`config.mk`:
```
export PLATFORM = sky130hd
export DESIGN_NAME = qte_isqrt
export DESIGN_NICKNAME = d
export VERILOG_FILES = /design/src/qte_pkg.sv /design/src/qte_isqrt.sv
export SDC_FILE = /design/constraint.sdc
export NUM_CORES = 2
export LEC_CHECK = 0
export ABC_AREA = 0
export BUFFER_PORTS_ARGS = -buffer_cell sky130_fd_sc_hd__buf_2
export CAP_MARGIN = 0
export CORE_MARGIN = 1.5
export CORE_UTILIZATION = 63
export CTS_BUF_LIST = sky130_fd_sc_hd__clkbuf_8 sky130_fd_sc_hd__clkbuf_16
export CTS_CLUSTER_SIZE = 28
export DETAILED_ROUTE_END_ITERATION = 7
export PLACE_DENSITY = 0.8
export SLEW_MARGIN = 0
export SYNTH_ARGS = -nofsm -noshare
export SYNTH_HDL_FRONTEND = slang
export SYNTH_MEMORY_MAX_BITS = 65536
export SYNTH_SLANG_ARGS = --single-unit
```
`constraint.sdc`:
```
create_clock -name clock -period 4.35 [get_ports clock]
set_input_delay 0.87 -clock clock [delete_from_list [all_inputs] [get_ports clock]]
set_output_delay 0.87 -clock clock [all_outputs]
set_load 0.01 [all_outputs]
```
`src/qte_pkg.sv`:
```
// Shared constants and helper functions for the quaternion-to-Euler block.
// Used by every module under src; depends on nothing.
`timescale 1ns / 1ps
package qte_pkg;

   localparam int QUAT_W           = 16;
   localparam int QUAT_FRAC_BITS   = 14;
   localparam int DEF_CORDIC_STEPS = 14;
   localparam int TABLE_LEN        = 24;
   localparam int MARGIN_W         = 11;
   localparam int ROLL_W           = 15;
   localparam int PITCH_W          = 14;
   localparam int YAW_W            = 16;

   // internal angle: 2^-30 rad units
   localparam int ANG_W     = 36;
   localparam int Q12_SHIFT = 18;
   localparam int Q12_W     = ANG_W - Q12_SHIFT;
   localparam int PROD_W    = 2 * QUAT_W;
   localparam int ARG_W     = PROD_W + 4;
   localparam int XY_W      = ARG_W + 2;
   localparam int S_W       = 32;
   localparam int SF_W      = ARG_W + 8;

   // square root of a value up to 2^60
   localparam int SQ_N_W      = 61;
   localparam int SQ_R_W      = 62;
   localparam int ROOT_W      = 31;
   localparam int SQRT_STAGES = 31;

   // scaling of the asin argument to 30 fraction bits
   localparam int SCALE_UP = (2 * QUAT_FRAC_BITS >= 30) ? 0 : 30 - 2 * QUAT_FRAC_BITS;
   localparam int SCALE_DN = (2 * QUAT_FRAC_BITS >= 30) ? 2 * QUAT_FRAC_BITS - 30 : 0;

   localparam logic signed [ANG_W-1:0] ANG_PI      = 36'sd3373259426;
   localparam logic signed [ANG_W-1:0] ANG_HALF_PI = 36'sd1686629713;
   localparam int HALF_PI_Q12 = 6434;

   // atan(2^-i) in 2^-30 rad, truncated
   function automatic logic signed [ANG_W-1:0] atan_entry(input int idx);
      logic signed [ANG_W-1:0] v;
      case (idx)
         0:       v = 36'sd843314856;
         1:       v = 36'sd497837829;
         2:       v = 36'sd263043836;
         3:       v = 36'sd133525158;
         4:       v = 36'sd67021686;
         5:       v = 36'sd33543515;
         6:       v = 36'sd16775850;
         7:       v = 36'sd8388437;
         8:       v = 36'sd4194282;
         9:       v = 36'sd2097149;
         10:      v = 36'sd1048575;
         11:      v = 36'sd524287;
         12:      v = 36'sd262143;
         13:      v = 36'sd131071;
         14:      v = 36'sd65535;
         15:      v = 36'sd32767;
         16:      v = 36'sd16383;
         17:      v = 36'sd8191;
         18:      v = 36'sd4095;
         19:      v = 36'sd2047;
         20:      v = 36'sd1023;
         21:      v = 36'sd511;
         22:      v = 36'sd255;
         23:      v = 36'sd127;
         default: v = '0;
      endcase
      return v;
   endfunction

   // round an internal angle to Q5.12: floor((a + 2^17) / 2^18)
   function automatic logic signed [Q12_W-1:0] to_q12(input logic signed [ANG_W-1:0] a);
      logic signed [ANG_W-1:0] t;
      t = a + (ANG_W'(1) <<< (Q12_SHIFT - 1));
      return t[ANG_W-1:Q12_SHIFT];
   endfunction

endpackage

```
`src/qte_isqrt.sv`:
```
// Pipelined integer square root, one result bit per register stage.
// Depends on qte_pkg; carries a side payload alongside the root.
`timescale 1ns / 1ps
module qte_isqrt import qte_pkg::*; #(
   parameter int SIDE_W = S_W
) (
   input  logic                clock,
   input  logic                reset,
   input  logic                en,
   input  logic                in_valid,
   input  logic [SQ_N_W-1:0]   n_in,
   input  logic [SIDE_W-1:0]   side_in,
   output logic                out_valid,
   output logic [ROOT_W-1:0]   root_out,
   output logic [SIDE_W-1:0]   side_out
);

   logic [SQ_R_W-1:0] rem_ff  [0:SQRT_STAGES-1];
   logic [SQ_R_W-1:0] res_ff  [0:SQRT_STAGES-1];
   logic [SIDE_W-1:0] side_ff [0:SQRT_STAGES-1];
   logic              vld_ff  [0:SQRT_STAGES-1];

   for (genvar j = 0; j < SQRT_STAGES; j++) begin : g_stage
      localparam logic [SQ_R_W-1:0] BIT = SQ_R_W'(1) << (2 * (SQRT_STAGES - 1 - j));
      logic [SQ_R_W-1:0] rem_prev, res_prev, trial, rem_in, res_in;
      logic [SIDE_W-1:0] side_prev;
      logic              vld_prev;

      if (j == 0) begin : g_first
         assign rem_prev  = SQ_R_W'(n_in);
         assign res_prev  = '0;
         assign side_prev = side_in;
         assign vld_prev  = in_valid;
      end else begin : g_next
         assign rem_prev  = rem_ff[j-1];
         assign res_prev  = res_ff[j-1];
         assign side_prev = side_ff[j-1];
         assign vld_prev  = vld_ff[j-1];
      end

      // try to subtract the next root bit
      always_comb begin
         trial = res_prev + BIT;
         if (rem_prev >= trial) begin
            rem_in = rem_prev - trial;
            res_in = (res_prev >> 1) + BIT;
         end else begin
            rem_in = rem_prev;
            res_in = res_prev >> 1;
         end
      end

      always_ff @(posedge clock) begin
         if (en) begin
            rem_ff[j]  <= rem_in;
            res_ff[j]  <= res_in;
            side_ff[j] <= side_prev;
         end
      end

      always_ff @(posedge clock) begin
         if (reset) begin
            vld_ff[j] <= 1'b0;
         end else if (en) begin
            vld_ff[j] <= vld_prev;
         end
      end
   end

   assign out_valid = vld_ff[SQRT_STAGES-1];
   assign root_out  = res_ff[SQRT_STAGES-1][ROOT_W-1:0];
   assign side_out  = side_ff[SQRT_STAGES-1];

endmodule

```
==> results.toml <==
[outcome]
status = "completed"

[global_routing]
grt_remaining_overflow = 0
grt_max_degree = 169
grt_pass1_wl_um = 505000
track_usage_pct = 29.1
antenna_found_initial = 14
grt_pass1_vias = 81800

[place]
gp_congestion = 0.968
dp_hpwl_um = 241000
port-buffer-count = 160
place_area_mm2 = 0.149

[power_and_ir_drop]
powerDensity_mw_per_mm2 = 539
p_switching_mw = 23.8
p_leak_nw = 59.5
seq_power_share_pct = 50.4
p_sw_share_pct = 27.7
internal_power_mw = 62.2
combPwrFrac_pct = 16.7
clockPowerShare_pct = 32.9
p_total_mw = 86.0
vdd_ir_drop_max_mv = 0.536

[sta]
rsz0062_at_grt = "false"
period_minus_slack_ns = 4.16
finalCritPeriodShare_pct = 95.6
setup_viol = 0
fmax_mhz = 240
drv_slew = 0
timing.final.hold_violations = 0
skew_ns = 0.0709
tns_ns = 0
slew_headroom_pct = 22.2
tightest_slew_ns = 1.16

[yosys]
synth_compound_area_share_pct = 6.96
netlist.top_cell.by_area = "edfxtp_1"
yosys.area.top_type_share_pct = 70.9
synth_top_family_by_area = "simple AND/OR/NAND/NOR gates"
ys_top_cells_by_area = "edfxtp_1, ha_1, xor2_1, xnor2_1, a21oi_1"
netlist_area_mm2 = 0.143
synthAdderAreaFrac_pct = 4.57
postSynth.asyncResetShare_pct = 0
synthMuxAreaShare_pct = 0.724
synth_common_cells = "edfxtp_1, inv_1, nor2_1"
synth-seq-area-share_pct = 70.9
synthCells = 9899
post-synth-top-count-cell = "edfxtp_1"
yosysWarningCount = 0
synth_simple_gate_area_share_pct = 9.59
ys_ff_latch = 3379
synth_xor_area_share_pct = 5.06
synth_ff_type = "edfxtp_1"
synth-edff-count = 3379
synth_area_per_cell_um2 = 14.5
yosys.cell_types.count = 96

[clock_tree]
cts_hold_buf = 0
clkSinkCount = 3379
clk_pin_slew_ns = 0.06
tritoncts = "done"
cts_root_buf = "clkbuf_16"
htree_levels = 5
numCtsBuffers = 351
clk_latency_ns = 0.97
cts_buffer_depth = 4

[die]
rows = 174
core_mm2 = 0.225
initial_core_util_pct = 63.5
die_area_mm2 = 0.230
io-pin-count = 161
die_h_um = 480
die_w_um = 480

[worst_setup_path]
arrival_ns = 4.79
cpLargestDelayFamily = "simple AND/OR/NAND/NOR gates"
crit_start = "rem_ff[1][294]$_DFFE_PP_"
startpoint_type = "register"
max_stage_delay_ns = 0.58
cp.required_ns = 4.98
cp_num_buf_inv = 1
rr_startpoint = "rem_ff[1][294]$_DFFE_PP_"
cpMaxStageDelayCell = "nor4b_1"
path_max_fanout = 24
path_cells = "nor4_1, nor4b_1, nand2b_1, or4b_1, or3_1, o21ba_2, a21o_1, buf_4, nor3_1, nand4_1, xnor2_1"
path_class = "register to register"
worst_setup_path_end_kind = "register"
reg2reg_slack_ns = 0.19

[drt]
drc_errors = 0
drt_first_pass_iters = 7
viasPerCell = 6.16
totalWireLength_um = 336000
drtAntennaViolNets = 0
drt_iter0_markers = 10400
num_vias = 84300
wl_per_cell_um = 24.6

[final_layout]
syn_to_final_growth_pct = 11.7
multi_input_area_mm2 = 0.0386
finalNetCount = 11100
design_area_mm2 = 0.160
seqCellArea_mm2 = 0.101
nFillCells = 14200
layout-drive-gt1-share_pct = 9.44

[min_path]
hold_path.startpoint = "n_in[27]"
hp-class = "input port to register"

[run]
max-cap-violations = 0
==> per-layer routing <==
layer	global-route usage [%]	share of wire, %
met2	45.2	46
met4	9.84	3.6
met5	0	0.044
met3	6.38	9.2
met1	41.3	41
==> what timing repair did <==
action                                  4_1_cts  5_1_grt
hold endpoints to repair                      0        0
endpoints found under the setup margin        0       20
resized for setup                             0       14
setup buffers                                 0        2
==> final timing paths <==
path | endpoint | cells after the start
setup / recovery | rem_ff[1][369]$_DFFE_PP_ | 11
hold / removal | rem_ff[0][27]$_DFFE_PP_ | 1
setup reg to reg | rem_ff[1][369]$_DFFE_PP_ | 11
hold reg to reg | side_ff[1][145]$_DFFE_PP_ | 0
==> power by group through the flow <==
stage / Clock (mW) / Sequential [mW] / Combinational [mW]
floorplan: 0 / 42.3 / 9.75
global placement: 0 / 43.7 / 13.7
detailed placement: 0 / 43.8 / 14.0
CTS: 28.8 / 43.2 / 14.1
global route: 30.0 / 43.6 / 15.7
finish: 28.3 / 43.3 / 14.4
==> registers in the layout, summed over array words and instances, names as in the netlist <==
name / cells
rem_ff: 1860
side_ff: 992
res_ff: 496
vld_ff: 31
==> through the flow <==
| step | util (%) | hold WS (ns) | setup slack [ns] | std cells |
|---|---|---|---|---|
| floorplan | - | 0.400 | 0.787 | 9900 |
| global placement | 66.1 | 0.400 | 0.0649 | 13100 |
| detailed placement | 66.1 | 0.405 | 0.0979 | 13100 |
| CTS | 70.8 | 0.0143 | 0.0517 | 13700 |
| global route | 70.9 | 0.0322 | 0.0145 | 13700 |
| finish | 70.9 | 0.0760 | 0.191 | 13700 |
==> cell type report <==
type / count / area share [%]
sequential: 3379 / 63.5
clock inverter: 255 / 1.22
multi-input combinational: 5710 / 24.2
inverter: 650 / 1.53
timing repair buffer: 345 / 1.65
clock buffer: 353 / 5.53
antenna: 7 / 0.0110
tap: 2992 / 2.34
==> cells by family (layout without fill, tap and decap cells) <==
kind of cell,after synthesis,in the layout
muxes,93,93
and+or+nand+nor,2659,2659
xor gates and xnor gates,826,826
adders and majority gates,523,523
other,1,9
AOI/OAI and AO/OA,1607,1607
buffers and inverters,811,1603
DFF,3379,3379
==> layout by cell type, fill, tap and decap left out, types with 128 or more instances in the layout <==
cell type and instances:
nor4_1 319, inv_1 707, a21oi_1 544, buf_4 150, xor2_1 419, nand2_1 560, edfxtp_1 3379, clkbuf_16 353
nand3_1 128, nor2_1 614, buf_2 159, o21ai_0 379, xnor2_1 404, ha_1 523, nor3_1 258, nand4_1 141
a21o_1 216
Note: power is estimated with default switching activity, not from simulation.
